--- config.mk ---
export PLATFORM = sky130hd
export DESIGN_NAME = tmic_ctrl
export DESIGN_NICKNAME = d
export VERILOG_FILES = /design/src/rtl/tmic_pkg.sv /design/src/rtl/tmic_ctrl.sv
export SDC_FILE = /design/constraint.sdc
export NUM_CORES = 1
export LEC_CHECK = 0
export ABC_AREA = 1
export BUFFER_PORTS_ARGS = -buffer_cell sky130_fd_sc_hd__buf_4
export CELL_PAD_IN_SITES_DETAIL_PLACEMENT = 2
export CELL_PAD_IN_SITES_GLOBAL_PLACEMENT = 2
export CORE_UTILIZATION = 20
export CTS_CLUSTER_SIZE = 40
export DETAILED_ROUTE_END_ITERATION = 6
export PLACE_DENSITY_LB_ADDON = 0.15
export SETUP_SLACK_MARGIN = 0.2
export SYNTH_ARGS = -nofsm -noshare
export SYNTH_HDL_FRONTEND = slang
export SYNTH_SLANG_ARGS = --single-unit
--- constraint.sdc ---
create_clock -name clock -period 1.3 [get_ports clock]
set_input_delay 0.195 -clock clock [delete_from_list [all_inputs] [get_ports clock]]
set_output_delay 0.195 -clock clock [all_outputs]
set_load 0.05 [all_outputs]
--- src/rtl/tmic_pkg.sv ---
// Shared types and constants for the tape machine interpreter core.
// Holds the item, result and instruction codes and the controller/datapath
// command and status structs. No dependencies.
package tmic_pkg;

   localparam int TAPE_DEPTH  = 512;
   localparam int ADDR_BITS   = $clog2(TAPE_DEPTH);
   localparam int WORD_BITS   = 32;
   localparam int VALUE_BITS  = 32;
   localparam int OFS_BITS    = 3;
   localparam int INSTR_COUNT = 10;

   typedef enum logic [1:0] {
      ITEM_LOAD = 2'd0,
      ITEM_STEP = 2'd1,
      ITEM_READ = 2'd2,
      ITEM_NOP  = 2'd3
   } item_opcode_type;

   typedef enum logic [2:0] {
      KIND_ACK    = 3'd0,
      KIND_CHAR   = 3'd1,
      KIND_NUMBER = 3'd2,
      KIND_READ   = 3'd3,
      KIND_HALTED = 3'd4,
      KIND_STUCK  = 3'd5
   } kind_type;

   typedef enum logic [3:0] {
      INSTR_HALT      = 4'd0,
      INSTR_ADD       = 4'd1,
      INSTR_MUL       = 4'd2,
      INSTR_LESS      = 4'd3,
      INSTR_EQUAL     = 4'd4,
      INSTR_JUMP      = 4'd5,
      INSTR_JUMP_NZ   = 4'd6,
      INSTR_COPY      = 4'd7,
      INSTR_EMIT_CHAR = 4'd8,
      INSTR_EMIT_NUM  = 4'd9,
      INSTR_BAD       = 4'd15
   } instr_type;

   typedef enum logic [1:0] {
      ADDR_REQ,
      ADDR_PC,
      ADDR_IND
   } addr_sel_type;

   typedef enum logic [1:0] {
      PC_HOLD,
      PC_ADV,
      PC_JUMP
   } pc_sel_type;

   typedef enum logic [1:0] {
      RES_HOLD,
      RES_COPY,
      RES_ALU
   } res_sel_type;

   typedef enum logic [1:0] {
      VAL_ZERO,
      VAL_CHAR,
      VAL_WORD
   } val_sel_type;

   typedef enum logic {
      WD_REQ,
      WD_RESULT
   } wdata_sel_type;

   typedef struct packed {
      logic                latch_req;
      logic                mem_en;
      logic                mem_we;
      addr_sel_type        addr_sel;
      wdata_sel_type       wdata_sel;
      logic [OFS_BITS-1:0] pc_ofs;
      pc_sel_type          pc_sel;
      logic                latch_a;
      res_sel_type         res_sel;
      instr_type           alu_op;
      logic                set_halt;
      logic                set_kind;
      kind_type            kind;
      val_sel_type         val_sel;
      logic                deliver;
   } cmd_type;

   typedef struct packed {
      item_opcode_type req_opcode;
      logic            halted;
      logic            pc_last;
      instr_type       instr;
      logic            rdata_zero;
   } status_type;

endpackage

--- src/rtl/tmic_ctrl.sv ---
// Controller of the tape machine core: sequences tape accesses for each item
// and owns the input ready and the result valid. Depends on tmic_pkg.
module tmic_ctrl
   import tmic_pkg::*;
(
   input  logic       clock,
   input  logic       reset,
   input  logic       req_tvalid,
   output logic       req_tready,
   output logic       rsp_tvalid,
   input  logic       rsp_tready,
   input  status_type status,
   output cmd_type    cmd
);

   typedef enum logic [3:0] {
      S_IDLE,
      S_DISPATCH,
      S_RDWAIT,
      S_FETCH,
      S_P1,
      S_A,
      S_P2,
      S_B,
      S_DST,
      S_J1,
      S_J2,
      S_FINISH
   } state_type;

   state_type state_ff, state_in;
   instr_type op_ff, op_in;
   logic      rsp_valid_ff, rsp_valid_in;

   assign req_tready = (state_ff == S_IDLE);
   assign rsp_tvalid = rsp_valid_ff;

   always_comb begin
      state_in     = state_ff;
      op_in        = op_ff;
      rsp_valid_in = rsp_valid_ff && !rsp_tready;
      cmd          = '0;
      cmd.addr_sel = ADDR_PC;
      cmd.wdata_sel = WD_REQ;
      cmd.pc_sel   = PC_HOLD;
      cmd.res_sel  = RES_HOLD;
      cmd.alu_op   = op_ff;
      cmd.kind     = KIND_ACK;
      cmd.val_sel  = VAL_ZERO;

      unique case (state_ff)
         S_IDLE: begin
            if (req_tvalid) begin
               cmd.latch_req = 1'b1;
               state_in      = S_DISPATCH;
            end
         end
         S_DISPATCH: begin
            unique case (status.req_opcode)
               ITEM_LOAD: begin
                  cmd.mem_en   = 1'b1;
                  cmd.mem_we   = 1'b1;
                  cmd.addr_sel = ADDR_REQ;
                  cmd.set_kind = 1'b1;
                  state_in     = S_FINISH;
               end
               ITEM_STEP: begin
                  if (status.halted) begin
                     cmd.set_kind = 1'b1;
                     cmd.kind     = KIND_HALTED;
                     state_in     = S_FINISH;
                  end else begin
                     cmd.mem_en = 1'b1;
                     cmd.pc_ofs = OFS_BITS'(0);
                     state_in   = S_FETCH;
                  end
               end
               ITEM_READ: begin
                  cmd.mem_en   = 1'b1;
                  cmd.addr_sel = ADDR_REQ;
                  state_in     = S_RDWAIT;
               end
               ITEM_NOP: begin
                  cmd.set_kind = 1'b1;
                  state_in     = S_FINISH;
               end
            endcase
         end
         S_RDWAIT: begin
            cmd.set_kind = 1'b1;
            cmd.kind     = KIND_READ;
            cmd.val_sel  = VAL_WORD;
            state_in     = S_FINISH;
         end
         S_FETCH: begin
            if (status.instr == INSTR_HALT || status.pc_last) begin
               cmd.set_halt = 1'b1;
               cmd.set_kind = 1'b1;
               cmd.kind     = KIND_HALTED;
               state_in     = S_FINISH;
            end else if (status.instr == INSTR_BAD) begin
               cmd.set_kind = 1'b1;
               cmd.kind     = KIND_STUCK;
               state_in     = S_FINISH;
            end else begin
               op_in      = status.instr;
               cmd.mem_en = 1'b1;
               cmd.pc_ofs = OFS_BITS'(1);
               state_in   = S_P1;
            end
         end
         S_P1: begin
            cmd.mem_en   = 1'b1;
            cmd.addr_sel = ADDR_IND;
            state_in     = S_A;
         end
         S_A: begin
            // read data holds the first indirect operand
            unique case (op_ff) inside
               INSTR_JUMP: begin
                  cmd.pc_sel   = PC_JUMP;
                  cmd.set_kind = 1'b1;
                  state_in     = S_FINISH;
               end
               INSTR_EMIT_CHAR: begin
                  cmd.pc_sel   = PC_ADV;
                  cmd.pc_ofs   = OFS_BITS'(2);
                  cmd.set_kind = 1'b1;
                  cmd.kind     = KIND_CHAR;
                  cmd.val_sel  = VAL_CHAR;
                  state_in     = S_FINISH;
               end
               INSTR_EMIT_NUM: begin
                  cmd.pc_sel   = PC_ADV;
                  cmd.pc_ofs   = OFS_BITS'(2);
                  cmd.set_kind = 1'b1;
                  cmd.kind     = KIND_NUMBER;
                  cmd.val_sel  = VAL_WORD;
                  state_in     = S_FINISH;
               end
               INSTR_JUMP_NZ: begin
                  if (status.rdata_zero) begin
                     cmd.pc_sel   = PC_ADV;
                     cmd.pc_ofs   = OFS_BITS'(3);
                     cmd.set_kind = 1'b1;
                     state_in     = S_FINISH;
                  end else begin
                     cmd.mem_en = 1'b1;
                     cmd.pc_ofs = OFS_BITS'(2);
                     state_in   = S_J1;
                  end
               end
               INSTR_COPY: begin
                  cmd.res_sel = RES_COPY;
                  cmd.mem_en  = 1'b1;
                  cmd.pc_ofs  = OFS_BITS'(2);
                  state_in    = S_DST;
               end
               INSTR_ADD, INSTR_MUL, INSTR_LESS, INSTR_EQUAL: begin
                  cmd.latch_a = 1'b1;
                  cmd.mem_en  = 1'b1;
                  cmd.pc_ofs  = OFS_BITS'(2);
                  state_in    = S_P2;
               end
               default: begin
                  cmd.set_kind = 1'b1;
                  state_in     = S_FINISH;
               end
            endcase
         end
         S_P2: begin
            cmd.mem_en   = 1'b1;
            cmd.addr_sel = ADDR_IND;
            state_in     = S_B;
         end
         S_B: begin
            cmd.res_sel = RES_ALU;
            cmd.mem_en  = 1'b1;
            cmd.pc_ofs  = OFS_BITS'(3);
            state_in    = S_DST;
         end
         S_DST: begin
            // read data holds the destination pointer
            cmd.mem_en    = 1'b1;
            cmd.mem_we    = 1'b1;
            cmd.addr_sel  = ADDR_IND;
            cmd.wdata_sel = WD_RESULT;
            cmd.pc_sel    = PC_ADV;
            cmd.pc_ofs    = (op_ff == INSTR_COPY) ? OFS_BITS'(3) : OFS_BITS'(4);
            cmd.set_kind  = 1'b1;
            state_in      = S_FINISH;
         end
         S_J1: begin
            cmd.mem_en   = 1'b1;
            cmd.addr_sel = ADDR_IND;
            state_in     = S_J2;
         end
         S_J2: begin
            cmd.pc_sel   = PC_JUMP;
            cmd.set_kind = 1'b1;
            state_in     = S_FINISH;
         end
         S_FINISH: begin
            if (!rsp_valid_ff || rsp_tready) begin
               cmd.deliver  = 1'b1;
               rsp_valid_in = 1'b1;
               state_in     = S_IDLE;
            end
         end
         default: begin
            state_in = S_IDLE;
         end
      endcase
   end

   always_ff @(posedge clock) begin
      if (reset) begin
         state_ff     <= S_IDLE;
         op_ff        <= INSTR_HALT;
         rsp_valid_ff <= 1'b0;
      end else begin
         state_ff     <= state_in;
         op_ff        <= op_in;
         rsp_valid_ff <= rsp_valid_in;
      end
   end

endmodule

==> summary.md, run 1 <==
| Metric | Value |
|---|---|
| Synthesized area | 957.2 um^2 |
| Die X | 71.18 um |
| Routability cong. | around 0.83 |
| Last step reached | 5_1_grt |
| Top cells by area, synth | dfxtp_1 19%, inv_1 16%, nand2_1 16%, a21oi_1 7.3%, nand3_1 7.3% |
| CTS H-tree depth | 1 |
| EDFF count, synth | 0 |
| Syn Nets | roughly 190 |
| Clk buf depth | 2 |
| Starting Density | between 20% and 30% |
| Error | [ERROR DPL-0033] detailed placement checks failed during check placement. |
| Pre-CTS setup slack | -0.3029 ns |
| Synth Register Bits | 9 |
| Average cell area after synthesis | about 5.6 um^2 |
| Dpl cells | ~310 |
| GRT worst endpoint | cmd[6] |
| Root Buffer | clkbuf_8 |
| Ys async rst share | 0% |
| Synth Flop Type | dfxtp_1 |
| Synth top cells by count | 40 x inv_1, 40 x nand2_1, 16 x nor2_1, 14 x a21oi_1, 14 x nand3_1 |
| Dominant cell type by area after synthesis | dfxtp_1 |
| Clock sinks | 9 |
| Synth warnings | 0 |
| Synth unique cells | 22 |
| Worst EP kind | top-level output |
| Std cell rows | 24 |
| Hpwl dp | about 4.7 mm |
| Buffers on Ports | 40 |
| Cells after synthesis | around 170 |
| Largest net degree at the start of global routing | 9 |
| Top Ports | roughly 40 |
| Cts bufs inserted | 3 |
| Post-synth top area share | 18.82% |
| Seq/Total Area, Yosys | 18.82% |
| Initial antenna violation count | 0 |
| Die Height | roughly 71 um |
| Status | aborted with a tool error |
timing repair:
action	in CTS
buffers inserted	14
endpoints found under the setup margin	33
pin swaps	18
hold buffers	0
gates resized for setup	84
logic make-up after synthesis:
logic type	synth area share, %
compound gates	16.73
flops	18.82
fa+ha+maj	6.536
simple gates	40.65
buf+inv	17.25
per-stage QoR:
step | util, % | TNS, ns | instance area, um^2
after floorplan | - | -2.336 | 1205
after global placement | 42.39 | -2.531 | 1897
after detailed placement | 42.39 | -4.383 | 1897
after CTS | 52.49 | -8.956 | 2349
==> run 2: changes to the inputs <==
- CELL_PAD_IN_SITES_DETAIL_PLACEMENT: 2 -> unset
- CELL_PAD_IN_SITES_GLOBAL_PLACEMENT: 2 -> unset
- CTS_CLUSTER_SIZE: 40 -> unset
- SETUP_SLACK_MARGIN: 0.2 -> unset
- clock period: 1.3 -> 1.7 ns (I/O delays scaled with it)
==> summary.md, run 2 <==
| Metric | Value |
|---|---|
| Synth top cells by count | 40 x inv_1, 40 x nand2_1, 16 x nor2_1, 14 x a21oi_1, 14 x nand3_1 |
| Rel. slew slack | 79.70% |
| Most common cell after layout, fill and taps aside | buf_4 |
| Synth unique cells | 22 |
| Pwr Density | 1569 nW/um^2 |
| Largest net degree at the start of global routing | 9 |
| Worst setup margin | -0.03440 ns |
| RR Endpoint | state_ff[1]$_SDFFE_PP0P_ |
| Cts bufs inserted | 3 |
| Final #Nets | about 250 |
| Total grt overflow | 0 |
| Crit. End Element | primary output |
| Vias | 1247 |
| Synth warnings | 0 |
| Routability cong. | ~0.88 |
| Final setup fails | 6 |
| Clk Latency, worst-skew pair | 0.23 ns |
| Maximum clock rate | just under 600 MHz |
| Via-per-instance ratio | around 4.5 |
| CTS H-tree depth | 1 |
| Vias in the first global route | 1123 |
| Share of layout cells above drive strength 1 | between 50% and 60% |
| R2r startpoint | state_ff[1]$_SDFFE_PP0P_ |
| DRT Pass-1 Iters | 6 |
| Synthesized area | ~960 um^2 |
| Top Ports | between 40 and 50 |
| Sum of negative setup slack | -0.1071 ns |
| RSZ-0062 raised after global routing | true |
| Hold_buf cts | 0 |
| Setup Skew | 0.0005811 ns |
| Initial antenna violation count | 0 |
| Period minus WS final | about 1.7 ns |
| Buffers on Ports | 40 |
| Req. time, crit path | 1.44 ns |
| Reg2Reg Depth | 12 |
| Average cell area after synthesis | ~5.6 um^2 |
| Violations in the final reports | DRC, setup timing |
| Synth Register Bits | 9 |
| Die Height | 71.18 um |
| Die Area | about 5100 um^2 |
| Min-delay src | reset |
| Clock sinks | 9 |
| Violation count after the first detailed-route iteration | 38 |
| Final Cycle Share | 102.0% |
| Hpwl dp | roughly 2.6 mm |
| Top cells by area, synth | dfxtp_1 19%, inv_1 16%, nand2_1 16%, a21oi_1 7.3%, nand3_1 7.3% |
| Starting Density | between 20% and 30% |
| Final hold vios | 0 |
| Std cell rows | 24 |
| Synth Flop Type | dfxtp_1 |
| EDFF count, synth | 0 |
| Seq/Total Area, Yosys | a little under a fifth |
| IR drop worst, VDD | 906.3 uV |
| DRT Wirelength | ~3.2 mm |
| Clk pin slew, worst setup/hold paths | ~0.04 ns |
| Clk buf depth | 2 |
| CP Class | reg -> out |
| R2r setup slk | between 0.2 and 0.25 ns |
| Arrival @ worst endpoint | roughly 1.5 ns |
| Worst Tran Pin Value | about 0.3 ns |
| Die X | 71.18 um |
| Hold WS | around 0.22 ns |
| Dominant cell type by area after synthesis | dfxtp_1 |
| Util after Layout | between 30% and 40% |
| P&R area growth vs syn | 81.05% |
| Leak | approximately 0.00094 uW |
| Post-DRT Antenna Nets | 0 |
| Root Buffer | clkbuf_8 |
| Cells after synthesis | roughly 170 |
| DRC Markers | 3 |
| Max Cap Viol | 0 |
| Gr usage total | about an eighth |
| Worst hold-check path type | in -> reg |
| Hold path cells | 2 |
| Layout fillers | between 400 and 500 |
| # diodes | 0 |
| Core ar. | 4474 um^2 |
| Status | complete, but fails checks |
| Final slew viol count | 0 |
| Post-synth top area share | 18.82% |
| CTS tree | yes |
| CP Launch Type | flop |
| Worst Hold Path EP | state_ff[3]$_SDFFE_PP0P_ |
| Ys async rst share | 0% |
| Commonest non-fill, non-tap cells in the layout | 41 x buf_4, 32 x nand2_1, 31 x inv_1 |
| DR WL/cell | ~11 um |
| Worst-path fanout max | 6 |
| Syn Nets | 189 |
| First-pass GRT wire length | 5.175 mm |
-- run 2: cell counts after synthesis --
No cell type changed its count.
-- run 2: power by group --
part / total [uW] / internal (uW) / switching, uW
Clock: 247 / 163 / 83.4
Sequential: 372 / 279 / 92.3
Combinational: 2100 / 715 / 1380
Total: 2720 / 1160 / 1560
-- run 2: worst max-delay path by stage --
| stage | startpoint | end | slack [ns] | cells after the start |
|---|---|---|---|---|
| after floorplan | state_ff[1]$_SDFFE_PP0P_ | cmd[17] | -0.13 | 4 |
| after global placement | state_ff[1]$_SDFFE_PP0P_ | cmd[3] | 0.02 | 8 |
| after detailed placement | state_ff[1]$_SDFFE_PP0P_ | cmd[3] | 0.04 | 8 |
| after CTS | state_ff[1]$_SDFFE_PP0P_ | cmd[5] | -0.04 | 6 |
| after global routing | op_ff[3]$_SDFFE_PP0P_ | cmd[24] | -0.12 | 8 |
| final | state_ff[1]$_SDFFE_PP0P_ | cmd[5] | -0.03 | 6 |
-- run 2: timing repair --
item	4_1_cts	5_1_grt
endpoints found under the setup margin	14	14
gates resized for setup	37	14
pin swaps	5	4
setup buffers	4	3
-- run 2: final cells by class --
type                       instances  area, um^2  area share, %
inverter                          41       158.9          9.170
clock buffer                       4       45.04          2.599
tap                               52       65.06          3.755
multi-input combinational        120       794.5          45.85
sequential                         9       207.7          11.99
timing repair buffer              54       461.7          26.64
-- run 2: kinds of logic (layout without fill, tap and decap cells) --
| logic type | count (synthesis) | in the layout | synth area share [%] |
|---|---|---|---|
| compound gates | 30 | 30 | 16.73 |
| fa+ha+maj | 5 | 5 | 6.536 |
| buf+inv | 42 | 99 | 17.25 |
| flops | 9 | 9 | 18.82 |
| simple gates | 85 | 85 | 40.65 |
-- run 2: through the flow --
stage / std cells / setup slack (ns) / total power (uW) / cell area [um^2]
after global routing: 280 / -0.1164 / 2904 / 1733
after CTS: 277 / -0.04349 / 2646 / 1665
after floorplan: 171 / -0.1345 / 1690 / 1076
after global placement: 269 / 0.02129 / 2257 / 1483
after detailed placement: 269 / 0.03550 / 2236 / 1483
final: 280 / -0.03440 / 2718 / 1733
-- run 2: worst max-delay path, cell delays in order (launching register included) --
cell	delay [ns]
dfxtp_4	0.37
buf_4	0.15
nor2_4	0.11
nand2_2	0.09
buf_4	0.16
o31ai_4	0.18
buf_6	0.19
-- run 2: routing by layer --
metal | wire length (um) | GRT usage [%] | part of all wire (%) | vias up
met4 | 23 | 2.222 | 0.73 | 0
li1 | - | - | - | 653
met1 | 1446 | 16.27 | 46 | 557
met3 | 171 | 3.561 | 5.4 | 2
met5 | 0 | 0 | 0 | -
met2 | 1529 | 21.69 | 48 | 35
Power figures use the tool's default switching activity.
==> run 3: changes to the inputs <==
- CTS_BUF_LIST: unset -> sky130_fd_sc_hd__clkbuf_16
==> summary.md, run 3 (same netlist as run 2, synthesis figures left out) <==
| Metric | Value |
|---|---|
| Final setup fails | 7 |
| Final #Nets | 247 |
| Status | complete, but fails checks |
| CP top delay family | buffers and inverters |
| Leak | 0.0009625 uW |
| Starting Density | a little over a fifth |
| Layout fillers | 469 |
| Arrival @ worst endpoint | around 1.5 ns |
| Multi-input gate area | about 790 um^2 |
| Seq. cell area | between 200 and 250 um^2 |
| Final Cycle Share | 102.2% |
| Max Cap Viol | 0 |
| Hold WS | ~0.21 ns |
| Core ar. | roughly 4500 um^2 |
| Gr usage total | a little over an eighth |
| Min-delay src | reset |
| Pwr Density | 1631 nW/um^2 |
| R2r startpoint | state_ff[1]$_SDFFE_PP0P_ |
| Dpl cell area | roughly 1500 um^2 |
| CP Cell Sequence | buf_4 -> nor2_4 -> nand2_2 -> buf_4 -> o31ai_4 -> buf_6 |
| P&R area growth vs syn | 84.57% |
| Clk Latency, worst-skew pair | 0.24 ns |
| DR WL/cell | 11.39 um |
| Vias | ~1300 |
| Most common cell after layout, fill and taps aside | buf_4 |
| Worst hold-check path type | in -> reg |
| Setup Skew | roughly 0.00087 ns |
| Hpwl dp | between 2 and 3 mm |
| Rel. slew slack | about 80% |
| CP peak stage delay | roughly 0.37 ns |
| Share of layout cells above drive strength 1 | roughly half |
| RSZ-0062 raised after global routing | true |
| Cts bufs inserted | 3 |
| Vias in the first global route | 1124 |
| Routability cong. | 0.8772 |
| # diodes | 0 |
| Die Area | between 5000 and 6000 um^2 |
| Final instance area | 1767 um^2 |
| Via-per-instance ratio | roughly 4.5 |
| Clk buf depth | 2 |
| CP max-delay cell | dfxtp_4 |
| Util after Layout | 39.49% |
| First-pass GRT wire length | between 5 and 6 mm |
| Violation count after the first detailed-route iteration | 40 |
| CP Class | reg -> out |
| Worst-path fanout max | 6 |
| CTS tree | yes |
| Sum of negative setup slack | -0.1216 ns |
| Worst setup margin | -0.03750 ns |
| Maximum clock rate | roughly 580 MHz |
| Req. time, crit path | ~1.4 ns |
| Post-DRT Antenna Nets | 0 |
| CP startpoint | state_ff[1]$_SDFFE_PP0P_ |
| Final hold vios | 0 |
| Commonest non-fill, non-tap cells in the layout | 41 x buf_4, 32 x inv_1, 32 x nand2_1 |
| Crit path buf inv count | 3 |
| Clock sinks | 9 |
| DRT Wirelength | between 3 and 4 mm |
| Clk pin slew, worst setup/hold paths | 0.04 ns |
| Worst Tran Pin Value | approximately 0.30 ns |
| DRT Pass-1 Iters | 6 |
| Largest net degree at the start of global routing | 9 |
| Pre-CTS setup slack | roughly 0.036 ns |
| CTS H-tree depth | 1 |
| Die X | approximately 70 um |
| Std cell rows | 24 |
| Violations in the final reports | DRC, setup timing |
| IR drop worst, VDD | approximately 900 uV |
| CP most frequent cell | buf_4 |
| CP Launch Type | flop |
| Die Height | a little over 70 um |
| DRC Markers | 3 |
| Crit. End Element | primary output |
| Total grt overflow | 0 |
| Final slew viol count | 0 |
| Top Ports | 41 |
| Root Buffer | clkbuf_16 |
| Buffers on Ports | 40 |
| Period minus WS final | around 1.7 ns |
| Initial antenna violation count | 0 |
run 3: cell count changes in the layout (fill, tap and decap cells not counted), sizes merged:
cell | previous run | this run
clkbuf | 4 | 3
inv | 41 | 42
run 3: power breakdown:
| group | internal, uW | total, uW | switching [uW] |
|---|---|---|---|
| logic | 715 | 2100 | 1380 |
| clock network | 307 | 409 | 102 |
| registers | 280 | 372 | 92.3 |
run 3: metrics by stage:
step | std cells | power [uW]
2_1_floorplan | 171 | 1690
3_3_place_gp | 269 | 2257
3_5_place_dp | 269 | 2236
4_1_cts | 277 | 2816
5_1_grt | 280 | 3074
6_report | 280 | 2881
run 3: layout make-up:
type / instances / share of cell area (%)
Clock buffer: 3 / 4.249
Clock inverter: 1 / 0.2125
Inverter: 41 / 8.994
Multi-Input combinational cell: 120 / 44.97
Sequential cell: 9 / 11.76
Tap cell: 52 / 3.683
Timing Repair Buffer: 54 / 26.13
run 3: routing by layer:
metal  up-vias  part of all wire [%]  GRT usage (%)  wire length, um
li1        653                     -              -                -
met1       558                    45          16.35             1420
met2        36                    48          21.80             1538
met3         5                   5.6          3.561              180
met4         0                   1.6          4.889               51
met5         -                     0              0                0
run 3: what timing repair did:
action                     in CTS  in global routing
hold buffers                    0                  0
setup endpoints to repair      15                 14
gates cloned                    0                  0
pin swaps                       5                  4
resized for setup              37                 14
setup buffers                   4                  3
run 3: path summary, 6_finish.rpt:
path	depth (start not counted)	slack (ns)	to
worst min register to register	2	0.50	rsp_tvalid$_SDFF_PP0_
worst max register to register	12	0.24	state_ff[1]$_SDFFE_PP0P_
worst min-delay path	2	0.21	state_ff[3]$_SDFFE_PP0P_
worst max-delay path	6	-0.04	cmd[5]
==> run 4: changes to the inputs <==
- CORE_AREA: unset -> 2 2 63 65
- CORE_UTILIZATION: 20 -> unset
- DIE_AREA: unset -> 0 0 65 67
==> summary.md, run 4 (same netlist as run 2, synthesis figures left out) <==
| Metric | Value |
|---|---|
| CP Launch Type | flop |
| Core ar. | about 3600 um^2 |
| Leak | between 0.0009 and 0.001 uW |
| Commonest non-fill, non-tap cells in the layout | 37 x buf_4, 32 x inv_1, 31 x nand2_1, 14 x buf_6 |
| Final hold vios | 0 |
| Top sig layer | met4 |
| Hpwl dp | approximately 2.6 mm |
| CP Class | reg -> out |
| DRT Wirelength | 3.237 mm |
| Pre-CTS setup slack | roughly 0.048 ns |
| # diodes | 0 |
| Final Cycle Share | 101.5% |
| Die X | around 65 um |
| Arrival @ worst endpoint | approximately 1.5 ns |
| Clk Latency, worst-skew pair | around 0.23 ns |
| Via-per-instance ratio | 4.674 |
| DR WL met2 | 1.670 mm |
| Post-DRT Antenna Nets | 0 |
| Rel. slew slack | around four fifths |
| Max Cap Viol | 0 |
| Final setup fails | 7 |
| Routability cong. | ~0.95 |
| Largest net degree at the start of global routing | 10 |
| Period minus WS final | between 1.5 and 2 ns |
| DRC Markers | 0 |
| Buffers on Ports | 40 |
| Initial antenna violation count | 0 |
| Worst setup margin | -0.02484 ns |
| Setup Skew | between 0.003 and 0.004 ns |
| Hold_buf cts | 0 |
| Total grt overflow | 0 |
| Die Area | roughly 4400 um^2 |
| Req. time, crit path | 1.44 ns |
| DR WL/cell | 11.86 um |
| Final #Nets | ~240 |
| Final slew viol count | 0 |
| Starting Density | between 20% and 30% |
| Crit. End Element | primary output |
| Worst Tran Pin Value | 0.2938 ns |
| Layout fillers | 381 |
| Violation count after the first detailed-route iteration | 37 |
| Cts bufs inserted | 3 |
| Worst hold-check path type | in -> reg |
| Dpl cells | around 260 |
| Vias | approximately 1300 |
| Clock sinks | 9 |
| Vias in the first global route | 1141 |
| Clk buf depth | 2 |
| Met3 WL | about 160 um |
| DRT Pass-1 Iters | 4 |
| M1 WL | about 1.4 mm |
| Maximum clock rate | about 580 MHz |
| P&R area growth vs syn | 85.75% |
| Top Ports | roughly 40 |
| CTS H-tree depth | 1 |
| CTS tree | yes |
| Std cell rows | 22 |
| Die Height | 67 um |
| Status | complete, but fails checks |
| Post-route insts no fill | roughly 270 |
| Gr usage total | between 10% and 20% |
| IR drop worst, VDD | approximately 720 uV |
| Violations in the final reports | setup timing |
| Pwr Density | ~1600 nW/um^2 |
| Worst-path fanout max | 7 |
| Clk pin slew, worst setup/hold paths | approximately 0.040 ns |
| Share of layout cells above drive strength 1 | about half |
| RSZ-0062 raised after global routing | true |
| First-pass GRT wire length | 5.119 mm |
| Most common cell after layout, fill and taps aside | buf_4 |
| Root Buffer | clkbuf_16 |
==> run 4: through the flow <==
| stage | total power [uW] | utilization, % | setup TNS, ns | area (um^2) | hold slack (ns) |
|---|---|---|---|---|---|
| 2_1_floorplan | 1690 | - | -0.2455 | 1076 | 0.3241 |
| 3_3_place_gp | 2213 | 40.56 | 0 | 1463 | 0.4602 |
| 3_5_place_dp | 2207 | 40.56 | 0 | 1463 | 0.4593 |
| 4_1_cts | 2748 | 44.83 | -0.06667 | 1617 | 0.2067 |
| 5_1_grt | 3028 | 49.31 | -0.8425 | 1778 | 0.2249 |
| 6_report | 2849 | 49.31 | -0.1088 | 1778 | 0.2100 |
==> run 4: critical path: stages (launching register included) <==
cell and delay (ns):
dfxtp_4 0.37, inv_4 0.08, nand2_4 0.05, nor2_4 0.16, inv_2 0.07, o41ai_4 0.30, buf_6 0.20
==> run 4: path summary, 6_finish.rpt <==
kind | to | slack, ns | cells past startpoint | from
hold / removal | state_ff[0]$_SDFFE_PP0P_ | 0.21 | 2 | reset
hold reg to reg | rsp_tvalid$_SDFF_PP0_ | 0.51 | 2 | rsp_tvalid$_SDFF_PP0_
setup reg to reg | op_ff[1]$_SDFFE_PP0P_ | 0.28 | 7 | state_ff[2]$_SDFFE_PP0P_
setup / recovery | cmd[16] | -0.02 | 6 | state_ff[1]$_SDFFE_PP0P_
==> run 4: where the power goes <==
| group | internal [uW] | switching [uW] |
|---|---|---|
| clock network | 308 | 104 |
| registers | 283 | 105 |
| logic | 666 | 1380 |
==> run 4: cell type report <==
| cell class | count | area, um^2 | share of cell area [%] |
|---|---|---|---|
| repair buffers | 51 | 435.4 | 24.49 |
| flip-flops and latches | 9 | 210.2 | 11.82 |
| clock inverters | 1 | 3.754 | 0.2111 |
| inverters | 41 | 161.4 | 9.078 |
| multi-input cells | 120 | 832.0 | 46.80 |
| clock buffers | 3 | 75.07 | 4.222 |
| well taps | 48 | 60.06 | 3.378 |
==> run 4: repair_timing <==
item,in CTS,in global routing
setup buffers,1,5
resized for setup,27,33
endpoints found under the setup margin,14,17
pin swaps,1,11
==> run 4: metal layers <==
layer | up-vias | GRT usage, %
met3 | 4 | 4.392
met5 | - | 0
met4 | 0 | 1.064
met2 | 32 | 27.45
li1 | 649 | -
met1 | 591 | 18.03
